`config.mk`:
```
export PLATFORM = sky130hd
export DESIGN_NAME = cmg_queue
export DESIGN_NICKNAME = d
export VERILOG_FILES = /design/src/hw/rtl/cmg_pkg.sv /design/src/hw/rtl/cmg_queue.sv
export SDC_FILE = /design/constraint.sdc
export NUM_CORES = 1
export LEC_CHECK = 0
export BUFFER_PORTS_ARGS = -buffer_cell sky130_fd_sc_hd__buf_2
export CORE_ASPECT_RATIO = 1.1
export CORE_UTILIZATION = 56
export DETAILED_ROUTE_END_ITERATION = 16
export PLACE_DENSITY = 0.85
export SLEW_MARGIN = 25
export SYNTH_ARGS = -nofsm -noshare
export SYNTH_HDL_FRONTEND = slang
export SYNTH_SLANG_ARGS = --single-unit
```
`constraint.sdc`:
```
create_clock -name clk_i -period 6.8 [get_ports clk_i]
set_input_delay 0.34 -clock clk_i [delete_from_list [all_inputs] [get_ports clk_i]]
set_output_delay 0.34 -clock clk_i [all_outputs]
set_load 0.005 [all_outputs]
```
`src/hw/rtl/cmg_pkg.sv`:
```
`timescale 1ns / 1ps

package cmg_pkg;

  localparam int MAX_GRID_ROWS   = 16;
  localparam int MAX_GRID_COLS   = 16;
  localparam int SHAPES_PER_CELL = 8;

  localparam int NUM_CELLS   = MAX_GRID_ROWS * MAX_GRID_COLS;
  localparam int STORE_DEPTH = NUM_CELLS * SHAPES_PER_CELL;

  localparam int ROW_W   = (MAX_GRID_ROWS > 1) ? $clog2(MAX_GRID_ROWS) : 1;
  localparam int COL_W   = (MAX_GRID_COLS > 1) ? $clog2(MAX_GRID_COLS) : 1;
  localparam int CELL_W  = (NUM_CELLS > 1) ? $clog2(NUM_CELLS) : 1;
  localparam int SLOT_W  = (SHAPES_PER_CELL > 1) ? $clog2(SHAPES_PER_CELL) : 1;
  localparam int FILL_W  = $clog2(SHAPES_PER_CELL + 1);
  localparam int STORE_AW = (STORE_DEPTH > 1) ? $clog2(STORE_DEPTH) : 1;

  localparam int COORD_W = 12;
  localparam int SQ_W    = 24;
  localparam int CFG_W   = 13;

  localparam int QUEUE_DEPTH = 2;

  localparam logic [CFG_W-1:0] FRAME_WIDTH_RST  = 13'd1024;
  localparam logic [CFG_W-1:0] FRAME_HEIGHT_RST = 13'd1024;
  localparam logic [CFG_W-1:0] CELL_SIZE_RST    = 13'd256;

  typedef enum logic [1:0] {
    CMD_ADD   = 2'd0,
    CMD_QUERY = 2'd1,
    CMD_CLEAR = 2'd2
  } cmd_e;

  typedef enum logic [1:0] {
    ST_OK      = 2'd0,
    ST_OUTSIDE = 2'd1,
    ST_TOO_BIG = 2'd2,
    ST_FULL    = 2'd3
  } status_e;

  typedef enum logic [1:0] {
    CFG_FRAME_WIDTH  = 2'd0,
    CFG_FRAME_HEIGHT = 2'd1,
    CFG_CELL_SIZE    = 2'd2
  } cfg_idx_e;

  typedef struct packed {
    logic [1:0]         cmd;
    logic [COORD_W-1:0] x_coord;
    logic [COORD_W-1:0] y_coord;
    logic [SQ_W-1:0]    sq_radius;
  } item_t;

  typedef struct packed {
    logic       masked;
    logic [1:0] status;
  } result_t;

  typedef struct packed {
    logic [CFG_W-1:0] frame_width;
    logic [CFG_W-1:0] frame_height;
    logic [CFG_W-1:0] cell_size;
  } cfg_t;

  typedef struct packed {
    logic [COORD_W-1:0] x;
    logic [COORD_W-1:0] y;
    logic [SQ_W-1:0]    sq;
  } circle_t;

  typedef struct packed {
    logic [1:0]         op;
    status_e            status;
    logic [COORD_W-1:0] x;
    logic [COORD_W-1:0] y;
    logic [SQ_W-1:0]    sq;
    logic [ROW_W-1:0]   rlo;
    logic [ROW_W-1:0]   rhi;
    logic [COL_W-1:0]   clo;
    logic [COL_W-1:0]   chi;
  } job_t;

endpackage

```
`src/hw/rtl/cmg_queue.sv`:
```
`timescale 1ns / 1ps

module cmg_queue (
  input  logic          clk_i,
  input  logic          rst_ni,
  input  logic          push_i,
  input  cmg_pkg::job_t job_i,
  input  logic          pop_i,
  output logic          full_o,
  output logic          empty_o,
  output cmg_pkg::job_t head_o
);

  localparam int PTR_W = (cmg_pkg::QUEUE_DEPTH > 1) ? $clog2(cmg_pkg::QUEUE_DEPTH) : 1;
  localparam int CNT_W = $clog2(cmg_pkg::QUEUE_DEPTH + 1);

  cmg_pkg::job_t     mem_q [cmg_pkg::QUEUE_DEPTH];
  logic [PTR_W-1:0]  wr_q, wr_d, rd_q, rd_d;
  logic [CNT_W-1:0]  cnt_q, cnt_d;
  logic              do_push, do_pop;

  assign full_o  = (cnt_q == CNT_W'(cmg_pkg::QUEUE_DEPTH));
  assign empty_o = (cnt_q == '0);
  assign head_o  = mem_q[rd_q];
  assign do_push = push_i && !full_o;
  assign do_pop  = pop_i && !empty_o;

  always_comb begin
    wr_d  = wr_q;
    rd_d  = rd_q;
    cnt_d = cnt_q;
    if (do_push) begin
      wr_d = (wr_q == PTR_W'(cmg_pkg::QUEUE_DEPTH - 1)) ? '0 : wr_q + PTR_W'(1);
    end
    if (do_pop) begin
      rd_d = (rd_q == PTR_W'(cmg_pkg::QUEUE_DEPTH - 1)) ? '0 : rd_q + PTR_W'(1);
    end
    if (do_push && !do_pop) begin
      cnt_d = cnt_q + CNT_W'(1);
    end else if (do_pop && !do_push) begin
      cnt_d = cnt_q - CNT_W'(1);
    end
  end

  always_ff @(posedge clk_i or negedge rst_ni) begin
    if (!rst_ni) begin
      wr_q  <= '0;
      rd_q  <= '0;
      cnt_q <= '0;
    end else begin
      wr_q  <= wr_d;
      rd_q  <= rd_d;
      cnt_q <= cnt_d;
    end
  end

  always_ff @(posedge clk_i) begin
    if (do_push) begin
      mem_q[wr_q] <= job_i;
    end
  end

endmodule

```
==> Flow_metrics.wiki <==
{| class="wikitable"
! Metric !! Value
|-
| Run status || completed
|-
| Initial antenna violation count || 0
|-
| Mapped Nets || 304
|-
| Post-DP HPWL || 5.56 mm
|-
| Category of the critical setup timing path || reg2reg
|-
| Largest net degree at the start of global routing || 70
|-
| Via count of the first global-routing pass || 3092
|-
| Post-Syn Area || 5150 um2
|-
| Worst IR drop on VDD || 0.000367 V
|-
| Max-cap check violation count || 0
|-
| Core area || 8870 um2
|-
| Worst max-slew margin expressed relative to the limit || 35.2%
|-
| Largest area contributor in the synthesized netlist || sky130_fd_sc_hd__edfxtp_1
|-
| YS warnings || 0
|-
| Fraction of final layout cells sized beyond drive strength 1 || 53.6%
|-
| Kind of capture point of the worst setup path || register
|-
| Clock-pin slew on the worst setup and hold paths || 60 ps
|-
| Weighted congestion at the end of routability-driven global placement || 0.683
|-
| Share of the clock period used by the worst path after layout || 37.1%
|-
| Leading cell type in the layout, fill and taps excluded || sky130_fd_sc_hd__buf_2
|-
| CP arrival || 2670 ps
|-
| Final count of pins violating max slew || 0
|-
| N_diodes || 0
|-
| CP required || 6950 ps
|-
| Post-detailed-route count of antenna-violating nets || 0
|-
| Clk Latency, worst-skew pair || 510 ps
|-
| Violation count after the first detailed-routing iteration || 134
|-
| I/O pin cnt || 142
|-
| Nature of the critical path startpoint || register
|-
| Clock tree from TritonCTS || done
|-
| Overall routed net length || 10.4 mm
|-
| Inserted Clock Buffers || 17
|-
| GRT Total Usage || 22.4%
|-
| Starting utilization of the core area || 58.0%
|-
| Via total after detailed routing || 2891
|-
| Number of remaining DRC errors || 0
|-
| CTS H-tree lvls || 4
|-
| Final setup violating endpoints || 0
|-
| Die outline area || 9580 um2
|-
| Horizontal die dimension || 93.4 um
|-
| Post-Place Worst Slack || 4340 ps
|-
| Std cell rows || 36
|-
| Accumulated negative setup slack || 0 ps
|-
| Max Clock Skew || 7.72 ps
|-
| Min setup slack post-route || 4280 ps
|-
| Share of synthesized area occupied by flip-flops and latches || 81.3%
|-
| Quantity of gates resized following cts || 0
|-
| Max Freq || 0.396 GHz
|-
| Post-layout instance area || 7140 um2
|-
| Post-place instance area || 5960 um2
|-
| Final Hold Vio Count || 0
|-
| Portion of synthesized cell area occupied by the leading cell type || 79.4%
|-
| Count of nets after finishing || 513
|-
| First-pass GRT wire length || 15.2 mm
|-
| Number of buffers on the longest clock path || 2
|-
| Most used cells in the layout excluding fill and tap cells || sky130_fd_sc_hd__buf_2 (141), sky130_fd_sc_hd__edfxtp_1 (136), sky130_fd_sc_hd__mux2_2 (58), sky130_fd_sc_hd__dlygate4sd3_1 (56), sky130_fd_sc_hd__clkbuf_16 (16)
|-
| Min Hold Slack || 27.7 ps
|-
| RSZ-0062 raised after global routing || false
|-
| Power density of the placed cells || 416 nW/um2
|-
| Iteration count of the initial detailed-routing pass || 4
|-
| Cell types with the largest area share after synthesis || sky130_fd_sc_hd__edfxtp_1 (79%), sky130_fd_sc_hd__mux2_2 (13%), sky130_fd_sc_hd__mux2_4 (2.9%)
|-
| Min cycle time layout || 2520 ps
|-
| Overall power after layout || 2970 uW
|-
| Clock root buffer master || sky130_fd_sc_hd__clkbuf_8
|-
| Maximum fanout along the worst path || 38
|-
| Clock tree sinks || 140
|-
| Synthesis-to-layout area growth || 38.8%
|-
| Syn Area/Cell || 22.3 um2
|-
| Post-CTS Setup Repair Bufs || 0
|-
| Detailed-route vias per instance || 5.10
|-
| Total overflow reported by the global router || 0
|-
| Worst slew pin tran || 972 ps
|-
| Chip height || 103 um
|-
| Leakage power || 0.00277 uW
|-
| Number of synthesized register bits || 140
|-
| Average wire per cell in the routed design || 18.3 um
|-
| Synthesized netlist cell count || 231
|-
| Worst hold path type || in2reg
|-
| Count of input and output buffers || 141
|-
| Count of cell types in the netlist || 16
|}
-- power breakdown --
part	total, uW	internal (uW)	switching, uW	leakage, uW
logic	691	390	301	0.00116
registers	1330	1180	140	0.00131
clock network	954	625	329	0.000302
total	2970	2200	770	0.00277
-- worst paths after layout --
| check | startpoint | end | slack (ps) | depth (start not counted) |
|---|---|---|---|---|
| min in group asynchronous | rst_ni | cnt_q[1]$_DFFE_PN0P_ | 220 | 2 |
| setup / recovery | cnt_q[0]$_DFFE_PN0P_ | mem_q[0][26]$_DFFE_PP_ | 4280 | 4 |
| hold / removal | job_i[33] | mem_q[1][33]$_DFFE_PP_ | 30 | 1 |
| hold reg to reg | cnt_q[1]$_DFFE_PN0P_ | cnt_q[1]$_DFFE_PN0P_ | 560 | 1 |
| max in group asynchronous | rst_ni | rd_q$_DFFE_PN0P_ | 6440 | 2 |
| setup reg to reg | cnt_q[0]$_DFFE_PN0P_ | mem_q[0][26]$_DFFE_PP_ | 4280 | 4 |
-- logic make-up (layout without fill, tap and decap cells) --
kind of cell / count (synthesis) / after routing / share of synthesized area [%]
flops: 140 / 140 / 81.3
mux: 68 / 68 / 15.6
buf+inv: 10 / 232 / 1.36
simple gates: 6 / 6 / 0.535
xor+xnor: 5 / 5 / 0.851
fa+ha+maj: 1 / 1 / 0.243
compound gates: 1 / 1 / 0.0972
-- worst max-delay path, stage by stage, from the launching register on --
cell,delay (ps)
sky130_fd_sc_hd__dfrtp_1,450
sky130_fd_sc_hd__nand2b_1,210
sky130_fd_sc_hd__nand2_1,180
sky130_fd_sc_hd__nor2_4,720
sky130_fd_sc_hd__buf_4,570
-- final cells by class --
cell class | instances | area, um2
Sequential cell | 140 | 4190
Clock inverter | 10 | 163
Fill cell | 436 | 1730
Inverter | 2 | 7.51
Timing Repair Buffer | 198 | 1270
Tap cell | 114 | 143
Clock buffer | 22 | 463
Multi-Input combinational cell | 81 | 905
-- cell usage after synthesis --
cell	count
sky130_fd_sc_hd__buf_2	5
sky130_fd_sc_hd__xor2_1	2
sky130_fd_sc_hd__dfrtp_1	4
sky130_fd_sc_hd__xnor2_1	3
sky130_fd_sc_hd__mux2_2	58
sky130_fd_sc_hd__inv_1	2
sky130_fd_sc_hd__nand2_1	1
sky130_fd_sc_hd__mux2_4	10
sky130_fd_sc_hd__edfxtp_1	136
sky130_fd_sc_hd__buf_8	1
sky130_fd_sc_hd__buf_6	2
sky130_fd_sc_hd__o21ai_0	1
sky130_fd_sc_hd__and3_1	1
sky130_fd_sc_hd__nor2_1	3
sky130_fd_sc_hd__ha_1	1
sky130_fd_sc_hd__nand2b_1	1
-- through the flow --
stage | instances | util, %
after CTS | 566 | 80.4
after floorplan | 231 | -
after detailed placement | 479 | 67.1
after global placement | 479 | 67.1
after global routing | 567 | 80.5
final | 567 | 80.5
-- repair_timing --
action                                  in CTS  in global routing
hold buffers                                55                  1
endpoints found under the setup margin       0                  0
endpoints found under the hold margin      108                  1
-- metal layers --
layer	wire, um	track usage [%]
met1	3680	22.3
met2	5830	42.1
met3	608	7.37
met4	259	10.4
met5	0	0
-- registers in the layout, summed over array words and instances (netlist names) --
signal,flops
rd_q,1
cnt_q,2
mem_q,136
wr_q,1
Power figures use the tool's default switching activity.
