===== config.mk =====
export PLATFORM = sky130hd
export DESIGN_NAME = cmg_front
export DESIGN_NICKNAME = d
export VERILOG_FILES = /design/src/hw/rtl/cmg_pkg.sv /design/src/hw/rtl/cmg_front.sv
export SDC_FILE = /design/constraint.sdc
export NUM_CORES = 1
export LEC_CHECK = 0
export ABC_AREA = 1
export BUFFER_PORTS_ARGS = -buffer_cell sky130_fd_sc_hd__buf_2
export CAP_MARGIN = 20
export CORE_MARGIN = 5
export CORE_UTILIZATION = 57
export DETAILED_ROUTE_END_ITERATION = 7
export PLACE_DENSITY_LB_ADDON = 0.2
export RECOVER_POWER = 100
export SLEW_MARGIN = 15
export SYNTH_ARGS = -nofsm -noshare
export SYNTH_HDL_FRONTEND = slang
export SYNTH_SLANG_ARGS = --single-unit
export TNS_END_PERCENT = 100

===== constraint.sdc =====
create_clock -name clk_i -period 17.6 [get_ports clk_i]
set_input_delay 5.28 -clock clk_i [delete_from_list [all_inputs] [get_ports clk_i]]
set_output_delay 5.28 -clock clk_i [all_outputs]
set_load 0.05 [all_outputs]

===== src/hw/rtl/cmg_pkg.sv =====
`timescale 1ns / 1ps

package cmg_pkg;

  localparam int MAX_GRID_ROWS   = 16;
  localparam int MAX_GRID_COLS   = 16;
  localparam int SHAPES_PER_CELL = 8;

  localparam int NUM_CELLS   = MAX_GRID_ROWS * MAX_GRID_COLS;
  localparam int STORE_DEPTH = NUM_CELLS * SHAPES_PER_CELL;

  localparam int ROW_W   = (MAX_GRID_ROWS > 1) ? $clog2(MAX_GRID_ROWS) : 1;
  localparam int COL_W   = (MAX_GRID_COLS > 1) ? $clog2(MAX_GRID_COLS) : 1;
  localparam int CELL_W  = (NUM_CELLS > 1) ? $clog2(NUM_CELLS) : 1;
  localparam int SLOT_W  = (SHAPES_PER_CELL > 1) ? $clog2(SHAPES_PER_CELL) : 1;
  localparam int FILL_W  = $clog2(SHAPES_PER_CELL + 1);
  localparam int STORE_AW = (STORE_DEPTH > 1) ? $clog2(STORE_DEPTH) : 1;

  localparam int COORD_W = 12;
  localparam int SQ_W    = 24;
  localparam int CFG_W   = 13;

  localparam int QUEUE_DEPTH = 2;

  localparam logic [CFG_W-1:0] FRAME_WIDTH_RST  = 13'd1024;
  localparam logic [CFG_W-1:0] FRAME_HEIGHT_RST = 13'd1024;
  localparam logic [CFG_W-1:0] CELL_SIZE_RST    = 13'd256;

  typedef enum logic [1:0] {
    CMD_ADD   = 2'd0,
    CMD_QUERY = 2'd1,
    CMD_CLEAR = 2'd2
  } cmd_e;

  typedef enum logic [1:0] {
    ST_OK      = 2'd0,
    ST_OUTSIDE = 2'd1,
    ST_TOO_BIG = 2'd2,
    ST_FULL    = 2'd3
  } status_e;

  typedef enum logic [1:0] {
    CFG_FRAME_WIDTH  = 2'd0,
    CFG_FRAME_HEIGHT = 2'd1,
    CFG_CELL_SIZE    = 2'd2
  } cfg_idx_e;

  typedef struct packed {
    logic [1:0]         cmd;
    logic [COORD_W-1:0] x_coord;
    logic [COORD_W-1:0] y_coord;
    logic [SQ_W-1:0]    sq_radius;
  } item_t;

  typedef struct packed {
    logic       masked;
    logic [1:0] status;
  } result_t;

  typedef struct packed {
    logic [CFG_W-1:0] frame_width;
    logic [CFG_W-1:0] frame_height;
    logic [CFG_W-1:0] cell_size;
  } cfg_t;

  typedef struct packed {
    logic [COORD_W-1:0] x;
    logic [COORD_W-1:0] y;
    logic [SQ_W-1:0]    sq;
  } circle_t;

  typedef struct packed {
    logic [1:0]         op;
    status_e            status;
    logic [COORD_W-1:0] x;
    logic [COORD_W-1:0] y;
    logic [SQ_W-1:0]    sq;
    logic [ROW_W-1:0]   rlo;
    logic [ROW_W-1:0]   rhi;
    logic [COL_W-1:0]   clo;
    logic [COL_W-1:0]   chi;
  } job_t;

endpackage


===== src/hw/rtl/cmg_front.sv =====
`timescale 1ns / 1ps

module cmg_front (
  input  logic           clk_i,
  input  logic           rst_ni,
  input  logic           start_i,
  input  cmg_pkg::item_t item_i,
  input  cmg_pkg::cfg_t  cfg_i,
  output logic           busy_o,
  input  logic           full_i,
  output logic           push_o,
  output cmg_pkg::job_t  job_o
);

  typedef enum logic [3:0] {
    F_IDLE = 4'b0001,
    F_DIVY = 4'b0010,
    F_DIVX = 4'b0100,
    F_PUSH = 4'b1000
  } fstate_e;

  fstate_e state_q, state_d;

  logic [1:0]                  cmd_q, cmd_d;
  logic [cmg_pkg::COORD_W-1:0] x_q, x_d, y_q, y_d;
  logic [cmg_pkg::SQ_W-1:0]    sq_q, sq_d;
  cmg_pkg::status_e            status_q, status_d;
  logic [cmg_pkg::COORD_W-1:0] dvd_q, dvd_d, quo_q, quo_d;
  logic [cmg_pkg::CFG_W-1:0]   rem_q, rem_d;
  logic [3:0]                  cnt_q, cnt_d;
  logic [cmg_pkg::ROW_W-1:0]   r0_q, r0_d;
  logic [cmg_pkg::COL_W-1:0]   c0_q, c0_d;
  logic                        rbig_q, rbig_d, cbig_q, cbig_d;

  logic [cmg_pkg::CFG_W-1:0]   cs;
  logic [cmg_pkg::CFG_W:0]     trial;
  logic                        ge;
  logic [cmg_pkg::CFG_W-1:0]   rem_n;
  logic [cmg_pkg::COORD_W-1:0] quo_n;
  logic                        outside;
  logic                        is_add;

  logic [cmg_pkg::ROW_W:0]                 rinc;
  logic [cmg_pkg::COL_W:0]                 cinc;
  logic [cmg_pkg::ROW_W+cmg_pkg::CFG_W:0]  rprod;
  logic [cmg_pkg::COL_W+cmg_pkg::CFG_W:0]  cprod;
  logic [2*cmg_pkg::CFG_W-1:0]             cs_sq;
  logic                                    rhi_ok, chi_ok, too_big;
  cmg_pkg::status_e                        status_f;

  assign cs = (cfg_i.cell_size == '0) ? cmg_pkg::CFG_W'(1) : cfg_i.cell_size;

  // One restoring division step: one quotient bit per cycle.
  assign trial = {rem_q, dvd_q[cmg_pkg::COORD_W-1]};
  assign ge    = trial >= {1'b0, cs};
  assign rem_n = ge ? cmg_pkg::CFG_W'(trial - {1'b0, cs}) : cmg_pkg::CFG_W'(trial);
  assign quo_n = {quo_q[cmg_pkg::COORD_W-2:0], ge};

  assign outside = ({1'b0, item_i.x_coord} >= cfg_i.frame_width)
                || ({1'b0, item_i.y_coord} >= cfg_i.frame_height);
  assign is_add  = (cmd_q == cmg_pkg::CMD_ADD);

  // A neighbour row exists when r0 + 1 is below MAX_GRID_ROWS and (r0 + 1) * cell_size is still inside the frame.
  assign rinc   = {1'b0, r0_q} + (cmg_pkg::ROW_W+1)'(1);
  assign cinc   = {1'b0, c0_q} + (cmg_pkg::COL_W+1)'(1);
  assign rprod  = rinc * cs;
  assign cprod  = cinc * cs;
  assign rhi_ok = (rinc < (cmg_pkg::ROW_W+1)'(cmg_pkg::MAX_GRID_ROWS))
               && (rprod < (cmg_pkg::ROW_W+cmg_pkg::CFG_W+1)'(cfg_i.frame_height));
  assign chi_ok = (cinc < (cmg_pkg::COL_W+1)'(cmg_pkg::MAX_GRID_COLS))
               && (cprod < (cmg_pkg::COL_W+cmg_pkg::CFG_W+1)'(cfg_i.frame_width));
  assign cs_sq   = cs * cs;
  assign too_big = {2'b00, sq_q} > cs_sq;

  always_comb begin
    if (status_q != cmg_pkg::ST_OK) begin
      status_f = status_q;
    end else if (rbig_q || cbig_q) begin
      status_f = cmg_pkg::ST_OUTSIDE;
    end else if (is_add && too_big) begin
      status_f = cmg_pkg::ST_TOO_BIG;
    end else begin
      status_f = cmg_pkg::ST_OK;
    end
  end

  always_comb begin
    job_o.op     = cmd_q;
    job_o.status = status_f;
    job_o.x      = x_q;
    job_o.y      = y_q;
    job_o.sq     = sq_q;
    if (is_add) begin
      job_o.rlo = r0_q;
      job_o.rhi = r0_q;
      job_o.clo = c0_q;
      job_o.chi = c0_q;
    end else begin
      job_o.rlo = (r0_q == '0) ? r0_q : r0_q - cmg_pkg::ROW_W'(1);
      job_o.rhi = rhi_ok ? rinc[cmg_pkg::ROW_W-1:0] : r0_q;
      job_o.clo = (c0_q == '0) ? c0_q : c0_q - cmg_pkg::COL_W'(1);
      job_o.chi = chi_ok ? cinc[cmg_pkg::COL_W-1:0] : c0_q;
    end
  end

  assign busy_o = (state_q != F_IDLE);
  assign push_o = (state_q == F_PUSH) && !full_i;

  always_comb begin
    state_d  = state_q;
    cmd_d    = cmd_q;
    x_d      = x_q;
    y_d      = y_q;
    sq_d     = sq_q;
    status_d = status_q;
    dvd_d    = dvd_q;
    quo_d    = quo_q;
    rem_d    = rem_q;
    cnt_d    = cnt_q;
    r0_d     = r0_q;
    c0_d     = c0_q;
    rbig_d   = rbig_q;
    cbig_d   = cbig_q;
    case (state_q)
      F_IDLE: begin
        if (start_i) begin
          cmd_d  = item_i.cmd;
          x_d    = item_i.x_coord;
          y_d    = item_i.y_coord;
          sq_d   = item_i.sq_radius;
          rbig_d = 1'b0;
          cbig_d = 1'b0;
          r0_d   = '0;
          c0_d   = '0;
          if ((item_i.cmd == cmg_pkg::CMD_ADD) || (item_i.cmd == cmg_pkg::CMD_QUERY)) begin
            if (outside) begin
              status_d = cmg_pkg::ST_OUTSIDE;
              state_d  = F_PUSH;
            end else begin
              status_d = cmg_pkg::ST_OK;
              dvd_d    = item_i.y_coord;
              rem_d    = '0;
              cnt_d    = 4'(cmg_pkg::COORD_W - 1);
              state_d  = F_DIVY;
            end
          end else begin
            status_d = cmg_pkg::ST_OK;
            state_d  = F_PUSH;
          end
        end
      end
      F_DIVY: begin
        dvd_d = {dvd_q[cmg_pkg::COORD_W-2:0], 1'b0};
        rem_d = rem_n;
        quo_d = quo_n;
        cnt_d = cnt_q - 4'd1;
        if (cnt_q == '0) begin
          rbig_d  = quo_n >= cmg_pkg::COORD_W'(cmg_pkg::MAX_GRID_ROWS);
          r0_d    = quo_n[cmg_pkg::ROW_W-1:0];
          dvd_d   = x_q;
          rem_d   = '0;
          cnt_d   = 4'(cmg_pkg::COORD_W - 1);
          state_d = F_DIVX;
        end
      end
      F_DIVX: begin
        dvd_d = {dvd_q[cmg_pkg::COORD_W-2:0], 1'b0};
        rem_d = rem_n;
        quo_d = quo_n;
        cnt_d = cnt_q - 4'd1;
        if (cnt_q == '0) begin
          cbig_d  = quo_n >= cmg_pkg::COORD_W'(cmg_pkg::MAX_GRID_COLS);
          c0_d    = quo_n[cmg_pkg::COL_W-1:0];
          state_d = F_PUSH;
        end
      end
      F_PUSH: begin
        if (!full_i) begin
          state_d = F_IDLE;
        end
      end
      default: begin
        state_d = F_IDLE;
      end
    endcase
  end

  always_ff @(posedge clk_i or negedge rst_ni) begin
    if (!rst_ni) begin
      state_q <= F_IDLE;
    end else begin
      state_q <= state_d;
    end
  end

  always_ff @(posedge clk_i) begin
    cmd_q    <= cmd_d;
    x_q      <= x_d;
    y_q      <= y_d;
    sq_q     <= sq_d;
    status_q <= status_d;
    dvd_q    <= dvd_d;
    quo_q    <= quo_d;
    rem_q    <= rem_d;
    cnt_q    <= cnt_d;
    r0_q     <= r0_d;
    c0_q     <= c0_d;
    rbig_q   <= rbig_d;
    cbig_q   <= cbig_d;
  end

endmodule


==> metrics.md <==
| Metric | Value |
|---|---|
| Final Hold Vio Count | 0 |
| Design area | around 17000 um2 |
| Fraction of synthesis flops using an asynchronous set or reset pin | between 3 and 4% |
| Flop-to-flop setup slack | between 10 and 15 ns |
| Violations in the final reports | capacitance limit, slew limit |
| Crit path arrival time | 11.77 ns |
| Flop and latch count out of synthesis | 105 |
| Final Routed Wirelength | about 40 mm |
| Post-layout util | around 62% |
| Critical path required time | roughly 12 ns |
| Setup violation total in the final timing report | 0 |
| Detailed Place HPWL | between 30 and 40 mm |
| Synthesized area per cell | between 8 and 9 um2 |
| Synth Net Count | between 2000 and 2500 |
| Min-delay src | quo_q[1]$_DFFE_PN_ |
| Effective utilization at floorplan | 57.8% |
| Crit-path slowest cell | fa_1 |
| Number of enable-type register cells in the synthesized netlist | a little over 100 |
| Pin count of the biggest net entering global routing | 53 |
| Setup ws final | roughly 0.55 ns |
| Top Family by Delay on Critical Path | adder cells |
| Inserted Clock Buffers | 9 |
| Overflow left after global routing | 0 |
| TritonRoute pass-1 iters | 5 |
| Worst reg-to-reg path cell count | 11 |
| Pin slew with the least headroom to its limit | roughly 2.9 ns |
| Detail Route Antenna Nets | 0 |
| Number of H-tree levels | 3 |
| Depth of the critical timing path with buffers and inverters included | 34 |
| Endpoint of the worst register-to-register path | cbig_q$_SDFFCE_PN0P_ |
| RePlAce Congestion | 0.914 |
| Max-slew headroom at the worst pin | -94.2% |
| Crit path largest cell delay | 0.53 ns |
| Synth Instances | around 1900 |
| Cells on Worst Hold Path | 0 |
| DR iter-0 viols | ~800 |
| Post-synthesis to final-layout area growth | 7.70% |
| Number of antenna repair diodes | 0 |
| Worst-case setup slack after placement | about 0.6 ns |
| Routed length per instance | 16.6 um |
| Distinct cell type count after synthesis | 55 |
| Via count of the first global-routing pass | 13200 |
| Total GRT Usage | between 20% and 30% |
| Class of the tightest hold or removal check | reg2reg |
| Number of post-CTS setup repair buffers | 0 |
| Crit path launch type | primary input |
| Via density | 5.41 |
| Buffer cell driving the clock tree root | clkbuf_16 |
| Predominant post-synthesis flop cell | edfxtp_1 |
| Reg clk slew, reported paths | about 0.080 ns |
| Placed instance area | between 15000 and 20000 um2 |
| Cell area after synthesis | approximately 16000 um2 |
| Setup_tns | 0 ns |
| Reported max-cap violation count | 3 |
| Most repeated library cell on the critical path | inv_1 |
| Total number of vias | between 10000 and 15000 |
| X dimension of the die | approximately 180 um |
| Port Buf Inserts | 162 |
| Outcome | finished, violations left |
| Setup repair after global routing missed its margin | false |
| Worst-Skew Late Latency | ~0.38 ns |
| Number of remaining DRC errors | 0 |
| Launching instance or port of the critical path | cfg_i[4] |
| Post-cts repair resize count | 0 |
| Fraction of layout instances using a drive strength above 1 | about 6.4% |
| Crit Path Max Fanout | 25 |
| Max Slew Vio Count | 100 |
| Core box area | about 27000 um2 |
| First-pass GRT wire length | between 60 and 70 mm |
| Die Footprint | between 30000 and 40000 um2 |
| Peak Freq | between 0.05 and 0.06 GHz |
| Total number of placement rows | 60 |
| Clock tree from TritonCTS | built |
| Maximum root-to-sink buffer count | 2 |
| CTS Hold Bufs | 0 |
| Portion of the post-synthesis area used by sequential elements | approximately 20% |
| Synth warnings | 0 |
| # nets final | between 2000 and 3000 |
| Critical R2R Launch | state_q[3]$_DFFE_PN0P_ |
| WHS Endpoint | quo_q[2]$_DFFE_PN_ |
| Critical path buffer and inverter count | 8 |
| Height of the die | about 180 um |
| Type of element capturing the critical path | output port |
| Fin crit period | between 15 and 20 ns |
| Number of antenna violations at the first check in global routing | 0 |
| Clock Skews | 0.0120 ns |
| Final period utilization | 96.9% |
| Worst Setup Path Type | in2out |
| Total clock sinks | roughly 110 |
| Count of boundary I/O pins | about 160 |
[registers in the layout, indices dropped and copies added (netlist names)]
| name | count |
|---|---|
| cmd_q | 2 |
| y_q | 12 |
| sq_q | 24 |
| c0_q | 4 |
| x_q | 12 |
| state_q | 4 |
| rbig_q | 1 |
| r0_q | 4 |
| status_q | 1 |
| cnt_q | 4 |
| quo_q | 11 |
| cbig_q | 1 |
| rem_q | 13 |
| dvd_q | 12 |
[cells in the final DEF (no fill, tap or decap), drive strengths merged, types with 6 or more instances in the layout]
| cell type | n |
|---|---|
| edfxtp | 101 |
| ha | 208 |
| buf | 71 |
| xnor2 | 23 |
| a21o | 15 |
| nand3b | 8 |
| nand2 | 415 |
| nand3 | 89 |
| nor4 | 6 |
| a21oi | 98 |
| nor3 | 19 |
| clkbuf | 104 |
| nand4 | 17 |
| o21ai | 63 |
| nor2 | 132 |
| o21bai | 10 |
| xor2 | 36 |
| fa | 162 |
| inv | 424 |
| clkinv | 7 |
[worst reg2reg max path, cell delays in order, from the launching register on]
cell,delay [ns]
dfrtp_1,0.42
nor2_1,0.17
clkinv_1,0.08
nor3_1,1.37
inv_1,0.44
nor2_1,0.26
nor2_1,0.10
nand3_1,0.15
nor2_4,0.04
clkbuf_1,1.07
o21ai_0,0.53
inv_1,0.20
[how the worst max path moves through the flow]
| stage | to |
|---|---|
| 6_report | job_o[65] |
| 5_1_grt | job_o[65] |
| 4_1_cts | job_o[65] |
| 3_5_place_dp | job_o[65] |
| 3_3_place_gp | job_o[65] |
| 2_1_floorplan | job_o[65] |
[Yosys cell counts, drive strengths merged (6+ instances only)]
master,n,area [um2]
nor2,132,538
ha,208,2600
o21bai,10,75.1
nand2,415,1620
o21ai,63,330
a21o,15,114
nand3b,8,85.1
edfxtp,101,3030
fa,162,3240
xnor2,23,201
nand4,17,106
clkbuf,36,135
inv,420,1590
nand3,89,460
nor3,19,118
buf,15,109
xor2,36,315
a21oi,98,502
nor4,6,37.5
[per-layer routing]
layer / wire length [um] / vias up / GRT usage [%]
li1: - / 6278 / -
met1: 17100 / 6126 / 34.7
met4: 1240 / 0 / 8.45
met5: 0 / - / 0
met2: 18900 / 437 / 45.6
met3: 2490 / 68 / 4.54
[through the flow]
step                      cells  hold slack, ns
after detailed placement   2369           0.438
after floorplan            1914           0.426
after global routing       2386           0.475
final                      2386           0.455
after global placement     2369           0.436
after CTS                  2385           0.457
[area by class of cell]
cell class | count | area, um2
clock buffer | 9 | 225
clock inverter | 7 | 86.3
multi-input combinational | 1333 | 10600
fill | 2440 | 10200
inverter | 425 | 1610
timing repair buffer | 166 | 717
sequential | 105 | 3130
tap | 341 | 427
[kinds of logic (layout without fill, tap and decap cells)]
family          count (synthesis)  count (layout)  synth area share, %
xor+xnor                       59              59                 3.32
simple gates                  693             693                 19.3
flops                         105             105                 20.1
fa+ha+maj                     370             370                 37.5
mux                             1               1               0.0643
buf+inv                       476             607                 11.9
compound gates                210             210                 7.75
Power is left out: the tool's default activity adds up to more than one toggle a clock period on the data nets, which glitch-free logic cannot reach.
